$ cat src/rtl/bclp_pkg.sv
// shared types and constants of the button click and long press detector
`default_nettype none

package bclp_pkg;

  // field widths fixed by the item formats
  localparam int MAX_BUTTONS = 4;
  localparam int BTN_W       = 2;
  localparam int EV_W        = 2;
  localparam int DUR_W       = 32;
  localparam int NOW_W       = 32;
  localparam int CFG_W       = 16;
  localparam int CFG_IDX_W   = 1;

  // item operation codes
  localparam logic OP_EDGE = 1'b0;
  localparam logic OP_TICK = 1'b1;

  // result event codes
  localparam logic [EV_W-1:0] EV_PRESSED       = 2'd0;
  localparam logic [EV_W-1:0] EV_CLICK         = 2'd1;
  localparam logic [EV_W-1:0] EV_LONG_RELEASE  = 2'd2;
  localparam logic [EV_W-1:0] EV_LONG_DETECTED = 2'd3;

  // configuration register indexes
  localparam logic [CFG_IDX_W-1:0] CFG_DEBOUNCE   = 1'b0;
  localparam logic [CFG_IDX_W-1:0] CFG_LONG_PRESS = 1'b1;

  // reset values of the configuration registers
  localparam logic [CFG_W-1:0] DEBOUNCE_RST   = 16'd50;
  localparam logic [CFG_W-1:0] LONG_PRESS_RST = 16'd500;

  // result request from the qualifier to the output stage
  typedef struct packed {
    logic                   valid;
    logic                   tick;
    logic [MAX_BUTTONS-1:0] mask;
    logic [BTN_W-1:0]       button;
    logic [EV_W-1:0]        event_res;
    logic [DUR_W-1:0]       duration_ms;
  } bclp_req_t;

endpackage

`default_nettype wire

$ cat src/rtl/bclp_if.sv
// valid/ready channel interfaces for input items and result items
`default_nettype none

interface bclp_in_if;
  logic                                valid;
  logic                                ready;
  logic                                operation;
  logic [bclp_pkg::MAX_BUTTONS-1:0]    pending_mask;
  logic [bclp_pkg::MAX_BUTTONS-1:0]    levels;
  logic [bclp_pkg::NOW_W-1:0]          now_ms;

  modport source (output valid, operation, pending_mask, levels, now_ms, input ready);
  modport sink   (input valid, operation, pending_mask, levels, now_ms, output ready);
endinterface

interface bclp_out_if;
  logic                         valid;
  logic                         ready;
  logic [bclp_pkg::BTN_W-1:0]   button;
  logic [bclp_pkg::EV_W-1:0]    event_res;
  logic [bclp_pkg::DUR_W-1:0]   duration_ms;
  logic                         last;

  modport source (output valid, button, event_res, duration_ms, last, input ready);
  modport sink   (input valid, button, event_res, duration_ms, last, output ready);
endinterface

`default_nettype wire

$ cat src/rtl/bclp_state.sv
// per-button state and the edge/tick qualification logic
`default_nettype none

module bclp_state #(
  parameter int NUM_BUTTONS = 4,
  parameter int TIME_BITS   = 32
) (
  input  wire logic                             clk,
  input  wire logic                             rst_n,
  input  wire logic                             go,
  input  wire logic                             operation,
  input  wire logic [bclp_pkg::MAX_BUTTONS-1:0] pending_mask,
  input  wire logic [bclp_pkg::MAX_BUTTONS-1:0] levels,
  input  wire logic [bclp_pkg::NOW_W-1:0]       now_ms,
  input  wire logic [bclp_pkg::CFG_W-1:0]       debounce_ms,
  input  wire logic [bclp_pkg::CFG_W-1:0]       long_press_ms,
  output bclp_pkg::bclp_req_t                   req
);

  // buttons beyond the mask width never see an edge, so they keep no state
  localparam int ACT = (NUM_BUTTONS < bclp_pkg::MAX_BUTTONS) ? NUM_BUTTONS
                                                              : bclp_pkg::MAX_BUTTONS;

  typedef logic [TIME_BITS-1:0] stamp_t;

  stamp_t           proc_r  [ACT];
  stamp_t           acc_r   [ACT];
  stamp_t           start_r [ACT];
  logic [ACT-1:0]   held_r;
  logic [ACT-1:0]   lr_r;

  // time values at the state width
  logic [TIME_BITS+bclp_pkg::NOW_W-1:0] now_wide;
  logic [TIME_BITS+bclp_pkg::CFG_W-1:0] deb_wide;
  logic [TIME_BITS+bclp_pkg::CFG_W-1:0] lp_wide;
  stamp_t now_w;
  stamp_t deb_w;
  stamp_t lp_w;

  assign now_wide = {{TIME_BITS{1'b0}}, now_ms};
  assign deb_wide = {{TIME_BITS{1'b0}}, debounce_ms};
  assign lp_wide  = {{TIME_BITS{1'b0}}, long_press_ms};
  assign now_w    = now_wide[TIME_BITS-1:0];
  assign deb_w    = deb_wide[TIME_BITS-1:0];
  assign lp_w     = lp_wide[TIME_BITS-1:0];

  logic           is_edge;
  logic [ACT-1:0] sel_oh;
  logic [ACT-1:0] rep;
  logic [ACT-1:0] deb_ok;
  logic [ACT-1:0] chg;
  logic [ACT-1:0] long_ok;
  logic [ACT-1:0] qual;
  logic [ACT-1:0] take;
  stamp_t         el [ACT];

  assign is_edge = (operation == bclp_pkg::OP_EDGE);

  // per-button lanes: lowest pending pick, repeat, debounce, level change, hold time
  always_comb begin
    logic found;
    stamp_t acc_el;
    found  = 1'b0;
    sel_oh = '0;
    acc_el = '0;
    for (int i = 0; i < ACT; i++) begin
      if (pending_mask[i] && !found) begin
        sel_oh[i] = 1'b1;
        found     = 1'b1;
      end
      acc_el     = now_w - acc_r[i];
      el[i]      = now_w - start_r[i];
      rep[i]     = (now_w == proc_r[i]);
      deb_ok[i]  = (acc_el >= deb_w);
      chg[i]     = (levels[i] != held_r[i]);
      long_ok[i] = (el[i] >= lp_w);
      qual[i]    = held_r[i] && !lr_r[i] && long_ok[i];
      take[i]    = sel_oh[i] && !rep[i] && deb_ok[i] && chg[i];
    end
  end

  // build the result request from the taken lane or the tick mask
  always_comb begin
    logic [TIME_BITS+bclp_pkg::DUR_W-1:0] dur_wide;
    dur_wide        = '0;
    req             = '0;
    req.tick        = !is_edge;
    req.valid       = go && (is_edge ? (|take) : (|qual));
    for (int i = 0; i < ACT; i++) begin
      req.mask[i] = qual[i];
      if (take[i]) begin
        dur_wide   = {{bclp_pkg::DUR_W{1'b0}}, el[i]};
        req.button = bclp_pkg::BTN_W'(i);
        if (levels[i]) begin
          req.event_res   = bclp_pkg::EV_PRESSED;
          req.duration_ms = '0;
        end else begin
          req.event_res   = long_ok[i] ? bclp_pkg::EV_LONG_RELEASE : bclp_pkg::EV_CLICK;
          req.duration_ms = dur_wide[bclp_pkg::DUR_W-1:0];
        end
      end
    end
  end

  // state update when the held request commits
  always_ff @(posedge clk) begin
    if (!rst_n) begin
      for (int i = 0; i < ACT; i++) begin
        proc_r[i]  <= '0;
        acc_r[i]   <= '0;
        start_r[i] <= '0;
      end
      held_r <= '0;
      lr_r   <= '0;
    end else if (go) begin
      for (int i = 0; i < ACT; i++) begin
        if (is_edge) begin
          if (sel_oh[i] && !rep[i]) begin
            proc_r[i] <= now_w;
          end
          if (take[i]) begin
            acc_r[i]  <= now_w;
            held_r[i] <= levels[i];
            if (levels[i]) begin
              start_r[i] <= now_w;
              lr_r[i]    <= 1'b0;
            end
          end
        end else if (qual[i]) begin
          lr_r[i] <= 1'b1;
        end
      end
    end
  end

endmodule

`default_nettype wire

$ cat src/rtl/bclp_emit.sv
// output register that presents the results of one request, lowest button first on ticks
`default_nettype none

module bclp_emit (
  input  wire logic          clk,
  input  wire logic          rst_n,
  input  bclp_pkg::bclp_req_t req,
  output logic               free,
  bclp_out_if.source         out_ch
);

  logic                             busy_r;
  logic                             tick_r;
  logic [bclp_pkg::MAX_BUTTONS-1:0] mask_r;
  logic [bclp_pkg::BTN_W-1:0]       btn_r;
  logic [bclp_pkg::EV_W-1:0]        ev_r;
  logic [bclp_pkg::DUR_W-1:0]       dur_r;

  logic [bclp_pkg::BTN_W-1:0]       low_btn;
  logic [bclp_pkg::MAX_BUTTONS-1:0] mask_rest;
  logic                             single;
  logic                             last_w;
  logic                             fire;

  // lowest set bit of the tick mask
  always_comb begin
    logic found;
    found   = 1'b0;
    low_btn = '0;
    for (int i = 0; i < bclp_pkg::MAX_BUTTONS; i++) begin
      if (mask_r[i] && !found) begin
        low_btn = bclp_pkg::BTN_W'(i);
        found   = 1'b1;
      end
    end
  end

  assign mask_rest = mask_r & (mask_r - 1'b1);
  assign single    = (mask_rest == '0);
  assign last_w    = tick_r ? single : 1'b1;
  assign fire      = busy_r && out_ch.ready;
  assign free      = !busy_r || (out_ch.ready && last_w);

  // result channel
  assign out_ch.valid       = busy_r;
  assign out_ch.button      = tick_r ? low_btn : btn_r;
  assign out_ch.event_res   = tick_r ? bclp_pkg::EV_LONG_DETECTED : ev_r;
  assign out_ch.duration_ms = tick_r ? '0 : dur_r;
  assign out_ch.last        = last_w;

  // control state
  always_ff @(posedge clk) begin
    if (!rst_n) begin
      busy_r <= 1'b0;
      tick_r <= 1'b0;
      mask_r <= '0;
    end else if (req.valid) begin
      busy_r <= 1'b1;
      tick_r <= req.tick;
      mask_r <= req.mask;
    end else if (fire) begin
      mask_r <= mask_rest;
      if (last_w) begin
        busy_r <= 1'b0;
      end
    end
  end

  // payload of a single edge result
  always_ff @(posedge clk) begin
    if (req.valid) begin
      btn_r <= req.button;
      ev_r  <= req.event_res;
      dur_r <= req.duration_ms;
    end
  end

endmodule

`default_nettype wire

$ cat src/rtl/button_click_long_press_detector.sv
// top level of the button click and long press detector
//
// Input channel in_ch carries edge and tick requests; result channel out_ch
// carries button, event code, duration and a last mark. Configuration is a
// plain write port: cfg_we with cfg_index 0 writes debounce_ms, index 1
// writes long_press_ms.
// An accepted request lands in an input register. Once the output register
// can take it, the qualifier reads it against the per-button state, updates
// the state and loads the output register, which presents the result on out_ch.
// Edge requests give at most one result and sustain one request per cycle
// while out_ch is ready. A tick that finds k held buttons past the
// long-press time occupies the output register until its k results are
// out, lowest button first; the output register is the limiting resource,
// so it takes no new request until the last result of the one before leaves.
// When out_ch stalls, the input register still takes one more request, and
// in_ch.ready drops only while that register is full and the output is busy.
// Reset clears all button state (released, nothing reported, stamps zero)
// and restores debounce_ms to 50 and long_press_ms to 500.
`default_nettype none

module button_click_long_press_detector #(
  parameter int NUM_BUTTONS = 4,
  parameter int TIME_BITS   = 32
) (
  input  wire logic                           clk,
  input  wire logic                           rst_n,
  bclp_in_if.sink                             in_ch,
  bclp_out_if.source                          out_ch,
  input  wire logic                           cfg_we,
  input  wire logic [bclp_pkg::CFG_IDX_W-1:0] cfg_index,
  input  wire logic [bclp_pkg::CFG_W-1:0]     cfg_data
);

  logic [bclp_pkg::CFG_W-1:0]       debounce_r;
  logic [bclp_pkg::CFG_W-1:0]       long_press_r;

  logic                             in_full_r;
  logic                             op_r;
  logic [bclp_pkg::MAX_BUTTONS-1:0] pend_r;
  logic [bclp_pkg::MAX_BUTTONS-1:0] lev_r;
  logic [bclp_pkg::NOW_W-1:0]       now_r;

  bclp_pkg::bclp_req_t              req;
  logic                             emit_free;
  logic                             go;
  logic                             in_take;

  assign go          = in_full_r && emit_free;
  assign in_ch.ready = !in_full_r || go;
  assign in_take     = in_ch.valid && in_ch.ready;

  // configuration registers
  always_ff @(posedge clk) begin
    if (!rst_n) begin
      debounce_r   <= bclp_pkg::DEBOUNCE_RST;
      long_press_r <= bclp_pkg::LONG_PRESS_RST;
    end else if (cfg_we) begin
      unique case (cfg_index)
        bclp_pkg::CFG_DEBOUNCE:   debounce_r   <= cfg_data;
        bclp_pkg::CFG_LONG_PRESS: long_press_r <= cfg_data;
        default: ;
      endcase
    end
  end

  // input register occupancy
  always_ff @(posedge clk) begin
    if (!rst_n) begin
      in_full_r <= 1'b0;
    end else if (in_take) begin
      in_full_r <= 1'b1;
    end else if (go) begin
      in_full_r <= 1'b0;
    end
  end

  // input register payload
  always_ff @(posedge clk) begin
    if (in_take) begin
      op_r   <= in_ch.operation;
      pend_r <= in_ch.pending_mask;
      lev_r  <= in_ch.levels;
      now_r  <= in_ch.now_ms;
    end
  end

  // qualifier with per-button state
  bclp_state #(
    .NUM_BUTTONS (NUM_BUTTONS),
    .TIME_BITS   (TIME_BITS)
  ) u_state (
    .clk           (clk),
    .rst_n         (rst_n),
    .go            (go),
    .operation     (op_r),
    .pending_mask  (pend_r),
    .levels        (lev_r),
    .now_ms        (now_r),
    .debounce_ms   (debounce_r),
    .long_press_ms (long_press_r),
    .req           (req)
  );

  // result output register
  bclp_emit u_emit (
    .clk    (clk),
    .rst_n  (rst_n),
    .req    (req),
    .free   (emit_free),
    .out_ch (out_ch)
  );

endmodule

`default_nettype wire

$ cat src/flat_wrapper.sv
// flat-port wrapper written by rule: the top's interface ports become plain ports
module button_click_long_press_detector_flat 
#(
  parameter int NUM_BUTTONS = 4,
  parameter int TIME_BITS   = 32
)
  (clk, rst_n, cfg_we, cfg_index, cfg_data, in_ch_valid, in_ch_operation, in_ch_pending_mask, in_ch_levels, in_ch_now_ms, in_ch_ready, out_ch_valid, out_ch_button, out_ch_event_res, out_ch_duration_ms, out_ch_last, out_ch_ready);
  bclp_in_if in_ch_i ();
  bclp_out_if out_ch_i ();
  input  wire logic clk;
  input  wire logic rst_n;
  input  wire logic cfg_we;
  input  wire logic [bclp_pkg::CFG_IDX_W-1:0] cfg_index;
  input  wire logic [bclp_pkg::CFG_W-1:0] cfg_data;
  input wire logic [$bits(in_ch_i.valid)-1:0] in_ch_valid;
  input wire logic [$bits(in_ch_i.operation)-1:0] in_ch_operation;
  input wire logic [$bits(in_ch_i.pending_mask)-1:0] in_ch_pending_mask;
  input wire logic [$bits(in_ch_i.levels)-1:0] in_ch_levels;
  input wire logic [$bits(in_ch_i.now_ms)-1:0] in_ch_now_ms;
  output wire logic [$bits(in_ch_i.ready)-1:0] in_ch_ready;
  output wire logic [$bits(out_ch_i.valid)-1:0] out_ch_valid;
  output wire logic [$bits(out_ch_i.button)-1:0] out_ch_button;
  output wire logic [$bits(out_ch_i.event_res)-1:0] out_ch_event_res;
  output wire logic [$bits(out_ch_i.duration_ms)-1:0] out_ch_duration_ms;
  output wire logic [$bits(out_ch_i.last)-1:0] out_ch_last;
  input wire logic [$bits(out_ch_i.ready)-1:0] out_ch_ready;
  assign in_ch_i.valid = in_ch_valid;
  assign in_ch_i.operation = in_ch_operation;
  assign in_ch_i.pending_mask = in_ch_pending_mask;
  assign in_ch_i.levels = in_ch_levels;
  assign in_ch_i.now_ms = in_ch_now_ms;
  assign in_ch_ready = in_ch_i.ready;
  assign out_ch_valid = out_ch_i.valid;
  assign out_ch_button = out_ch_i.button;
  assign out_ch_event_res = out_ch_i.event_res;
  assign out_ch_duration_ms = out_ch_i.duration_ms;
  assign out_ch_last = out_ch_i.last;
  assign out_ch_i.ready = out_ch_ready;
  button_click_long_press_detector #(.NUM_BUTTONS(NUM_BUTTONS), .TIME_BITS(TIME_BITS)) u_core (.clk(clk), .rst_n(rst_n), .in_ch(in_ch_i), .out_ch(out_ch_i), .cfg_we(cfg_we), .cfg_index(cfg_index), .cfg_data(cfg_data));
endmodule
$ cat config.mk
export PLATFORM = sky130hd
export DESIGN_NAME = button_click_long_press_detector_flat
export DESIGN_NICKNAME = d
export VERILOG_FILES = /design/src/rtl/bclp_pkg.sv /design/src/rtl/bclp_if.sv /design/src/rtl/bclp_state.sv /design/src/rtl/bclp_emit.sv /design/src/rtl/button_click_long_press_detector.sv /design/src/flat_wrapper.sv
export SDC_FILE = /design/constraint.sdc
export NUM_CORES = 1
export LEC_CHECK = 0
export BUFFER_PORTS_ARGS = -buffer_cell sky130_fd_sc_hd__buf_4
export CAP_MARGIN = 20
export CELL_PAD_IN_SITES_DETAIL_PLACEMENT = 1
export CELL_PAD_IN_SITES_GLOBAL_PLACEMENT = 1
export CORE_MARGIN = 5
export CORE_UTILIZATION = 40
export CTS_CLUSTER_SIZE = 12
export DETAILED_ROUTE_END_ITERATION = 7
export PLACE_DENSITY = 0.64
export REMOVE_ABC_BUFFERS = 1
export SLEW_MARGIN = 40
export SYNTH_ARGS = -nofsm -noshare
export SYNTH_HDL_FRONTEND = slang
export SYNTH_SLANG_ARGS = --single-unit
$ cat constraint.sdc
create_clock -name clk -period 9.5 [get_ports clk]
set_clock_uncertainty 0.1 [all_clocks]
set_input_delay 0.95 -clock clk [delete_from_list [all_inputs] [get_ports clk]]
set_output_delay 0.95 -clock clk [all_outputs]
set_load 0.01 [all_outputs]
### Yosys cells after proc, flatten, opt, wreduce, memory -nomap -nowiden

Memory sizes are Yosys's and may differ from the RTL's.
Cells that the tools add are included.

* bits in writable memories: 384
* output and inout port bits: 39
* register bits after elaboration: 124
* memories: 3
* word-level logic and storage cells: 273

Memory list
* u_core.u_state.acc_r: words 4, bits a word 32, read ports 4, clocked after memory_dff 0, wr ports 4, line bclp_state.sv:27 `stamp_t acc_r [ACT];`
* u_core.u_state.proc_r: words 4, bits a word 32, read ports 4, clocked after memory_dff 0, wr ports 4, line bclp_state.sv:26 `stamp_t proc_r [ACT];`
* u_core.u_state.start_r: words 4, bits a word 32, read ports 4, clocked after memory_dff 0, wr ports 4, line bclp_state.sv:28 `stamp_t start_r [ACT];`

* magnitude comparators: 8
* equal/unequal tests: 12
* bitwise operators: 15
* multiplexer cells: 129
* add/sub/neg operators: 9
* reduce and logical (&&, ||, !) cells: 75

Operator list (count)
* 32-bit two-way mux: 13
* 32-bit by 16-bit greater-or-equal comparator with 1-bit output: 8
* 32-bit subtractor: 8
* 34-bit two-way mux: 6
* 32-bit == test: 4
* 1-bit two-way mux: 98
* 35-bit two-way mux: 2
* 1-bit logical AND: 31
* 2-bit nonzero test: 11
* 1-bit zero test: 16
* 2-bit two-way mux: 8
* 4-bit AND reduction: 4
* 1-bit OR: 12
* 3-bit AND reduction: 4
* 4-bit two-way mux: 2
* 2-bit != test, second input constant: 4
* 4-bit OR reduction: 2
* 2-bit AND reduction: 3
* 4-bit bitwise AND: 1
* 4-bit zero test: 1
* 1-bit != test: 4
* 4-bit by 1-bit subtractor with 4-bit output, second input constant: 1
* 1-bit logical OR: 2
* 1-bit inverter: 2
* 2-bit OR reduction: 1

### Logic depth before layout (Yosys ltp)

* word-level depth: 19
* gate-level depth with buffers: 25

### By module

From an unflattened synthesis, not the netlist that was laid out.

* cell total of the unflattened synthesis: 4349
* area total of the unflattened synthesis: 40173.5 um^2

Modules (own cells, without submodules)
* bclp_state: instances 1, cells each 4058, area each 35968.2 um^2, sequential area each 11691.2 um^2
* button_click_long_press_detector: instances 1, cells each 180, area each 2572.5 um^2, sequential area each 1891.8 um^2
* bclp_emit: instances 1, cells each 111, area each 1632.8 um^2, sequential area each 1201.2 um^2

### Least setup slack after synthesis

No wires, ideal clock.

* kind: register to register
* start point: register u_core.now_r[1] (netlist name)
* end point: memory u_core.u_state.acc_r[2][0] (netlist name), enable pin
* setup time: 0.466 ns
* required time: 8.934 ns
* setup slack: 2.358 ns
* path buffers: 1
* stages on the path, launching flop included: 20
* clock period less this slack: 7.142 ns
* arrival: 6.577 ns
* cells stage by stage: edfxtp_1 -> clkbuf_1 -> clkinv_1 -> fa_1 -> nor2b_1 -> o31ai_1 -> a21oi_1 -> nor2_1 -> o21ai_0 -> a31oi_1 -> xnor2_1 -> ha_1 -> nand3_1 -> o31ai_1 -> a211oi_1 -> nand4_1 -> nor4_1 -> and4_1 -> a211o_1 -> o21ai_0

RTL lines
* start: declaration: line button_click_long_press_detector.sv:41 `logic [bclp_pkg::NOW_W-1:0] now_r;`
* start signal: assignment: line button_click_long_press_detector.sv:83 `now_r <= in_ch.now_ms;`
* end: declaration: line bclp_state.sv:27

==> results.yml <==
place:
  post-dp-hpwl_um: 116000
  portBuffers: 101
  place_area_um2: 42600
  gp_congestion: 0.934
grt:
  grt.overflow.total: 0
  grt_pass1_wl_um: 220000
  antenna_found_initial: 12
  track_usage_pct: 27.3
  grt_max_degree: 82
  grt_pass1_vias: 34044
timing:
  fin_crit_sh_pct: 78.8
  rsz0062_at_grt: "no"
  drv_slew: 0
  fin_crit_ns: 7.48
  fmax_mhz: 134
  setup_viol: 0
  worst_slew_pin_slew_ns: 0.952
  hold_violations: 0
  slew_headroom_pct: 36.1
  setup_tns_ns: 0
worst_setup_path:
  end_kind: "register"
  worstSetupPathType: "reg2reg"
  crit_fanout: 30
  cp_data_required_time_ns: 9.75
  startpoint_type: "register"
  r2r_setup_slack_ns: 2.02
  r2r-start: "u_core.now_r[0]"
  critical_path_arrival_ns: 7.74
  cp-startpoint: "u_core.now_r[0]"
drt:
  drc_errors: 0
  routedWlPerCell_um: 26.1
  drt-vias-per-instance: 5.94
  drt-total-wl_um: 151000
  vias: 34354
  first_pass_iters: 7
  antenna_left: 0
  drtIter0Drc: 2924
floorplanning:
  die_y_um: 327
  dieArea_um2: 107000
  fp.dieW_um: 327
  ioPinCount: 102
  fp.coreArea_um2: 99900
  rows: 116
  initial_core_util_pct: 40.2
cts:
  root_buffer: "clkbuf_16"
  cts_resized: 0
  postCtsSetupBuffers: 0
  numCtsBuffers: 66
  clock-sinks: 508
  clock_latency_ns: 0.65
  path_clk_slew_ns: 0.06
  htree_num_levels: 3
  cts_tree: "yes"
  cts_buffer_depth: 3
  cts_hold_buffers: 0
logic_synthesis:
  synth_most_common_cell: "edfxtp_1"
  ys_types: 110
  seq_area_frac_synth_pct: 36.9
  synth_warnings: 0
  synthFlopType: "edfxtp_1"
  syn_area_um2: 40100
  synth_top_area_cell: "edfxtp_1"
  ys_ff_latch: 508
  async_flop_share_pct: 0
  synthTopCellsByCount: "edfxtp_1, ha_1, nand2_1"
  yosysTopAreaCellShare_pct: 34.5
  avgSynthCellArea_um2: 9.13
  synth-edff-count: 461
  ys_top_cells_by_area: "edfxtp_1, ha_1, and2_1, xor2_1, a21oi_1"
  syn_inst: 4391
finish:
  drive_gt1_share_pct: 8.72
  design_area_um2: 44800
  syn_to_final_growth_pct: 11.7
  nNetsFinal: 4879
power:
  p_per_area_nw_per_um2: 155
  ir_worst_vdd_uv: 132
  p_leak_nw: 18.3
worst_hold_path:
  hold_class: "reg2reg"
  hp-start: "u_core.debounce_r[8]"
outcome:
  status: "finished clean"
flow_run:
  drv_cap: 0
==> worst paths after layout <==
path / endpoint / cells after the start
setup reg to reg: u_core.u_emit.dur_r[20] / 24
hold reg to reg: u_core.debounce_r[8] / 2
setup / recovery: u_core.u_emit.dur_r[20] / 24
hold / removal: u_core.debounce_r[8] / 2
==> registers in the layout, indices dropped and copies added, names as in the netlist, 2 cells and up <==
signal and count:
u_core.u_state.start_r 128, u_core.lev_r 4, u_core.long_press_r 16, u_core.now_r 32, u_core.u_state.lr_r 4, u_core.u_state.held_r 4
u_core.u_emit.ev_r 2, u_core.u_emit.btn_r 2, u_core.debounce_r 16, u_core.u_state.proc_r 128, u_core.u_state.acc_r 128, u_core.u_emit.mask_r 4
u_core.u_emit.dur_r 32, u_core.pend_r 4
==> cells by family after synthesis <==
group | share of synthesized area [%]
buffers and inverters | 5.49
adders and majority gates | 12.2
AOI/OAI and AO/OA | 18.3
muxes | 0.621
DFF | 36.9
and+or+nand+nor | 19.3
xor gates and xnor gates | 7.16
==> metal layers <==
layer | GRT usage, % | vias up | part of all wire [%]
li1 | - | 15981 | -
met1 | 39.8 | 17122 | 47
met2 | 41.0 | 1074 | 42
met3 | 6.22 | 175 | 8.3
met4 | 7.06 | 2 | 2.6
met5 | 0 | - | 0.0093
==> per-stage QoR <==
step	cells	hold WS [ns]	setup slack (ns)	total power (W)	util, %
final	5784	0.370	2.02	0.00693	44.9
after floorplan	4155	0.343	2.25	0.00376	-
after detailed placement	5662	0.360	2.15	0.00441	42.7
after CTS	5783	0.357	2.08	0.00694	44.8
after global placement	5651	0.357	1.86	0.00437	42.5
after global routing	5783	0.374	1.57	0.00723	44.9
==> cell type report <==
type / instances / area [um^2]
diodes: 1 / 2.50
clock buffers: 87 / 1820
clock inverters: 34 / 314
fillers: 11509 / 55100
inverters: 347 / 1300
multi-input cells: 3300 / 23300
flip-flops and latches: 508 / 14800
well taps: 1298 / 1620
repair buffers: 209 / 1660
==> layout by cell type (no fill, tap or decap), drive strengths merged, types with 14 or more instances in the layout <==
cell	n
edfxtp	461
ha	376
nand2	348
inv	348
a21oi	315
and2	299
nor2	209
buf	209
xor2	202
o21ai	201
xnor2	126
and3	124
a21o	93
clkbuf	87
nor2b	82
nand4	76
nor3	73
nand3	68
nor4	51
o211ai	50
o21a	47
dfxtp	47
nand2b	39
a21boi	38
a211oi	38
a22oi	37
a31oi	33
clkinv	26
o21bai	25
a211o	22
o2111ai	21
or3	20
o31ai	19
mux2i	17
and4	14
or2	14
==> worst max-delay path, stage by stage (launching register included) <==
cell and delay (ns):
edfxtp_1 0.64, clkinv_1 0.59, ha_1 0.46, fa_1 0.47, nand2b_1 0.19, a21o_1 0.22, a21o_1 0.20, nor2b_1 0.15
nor2_1 0.17, nor2_1 0.07, xnor2_1 0.14, ha_1 0.32, a21o_1 0.19, a32oi_1 0.14, o221ai_1 0.13, or3_1 0.33
nor4b_1 0.31, o2111ai_1 0.15, nor4_1 0.29, nand4_1 0.36, o21ai_2 0.67, nor2_2 0.07, buf_4 0.27, a222oi_1 0.37
o21ai_0 0.13
==> power breakdown <==
group	total [W]	switching, W	internal [W]
clock network	0.00253	0.00106	0.00147
logic	0.00183	0.00118	0.000646
registers	0.00258	0.0000555	0.00252
No activity file was read; power rests on OpenSTA's default activity.
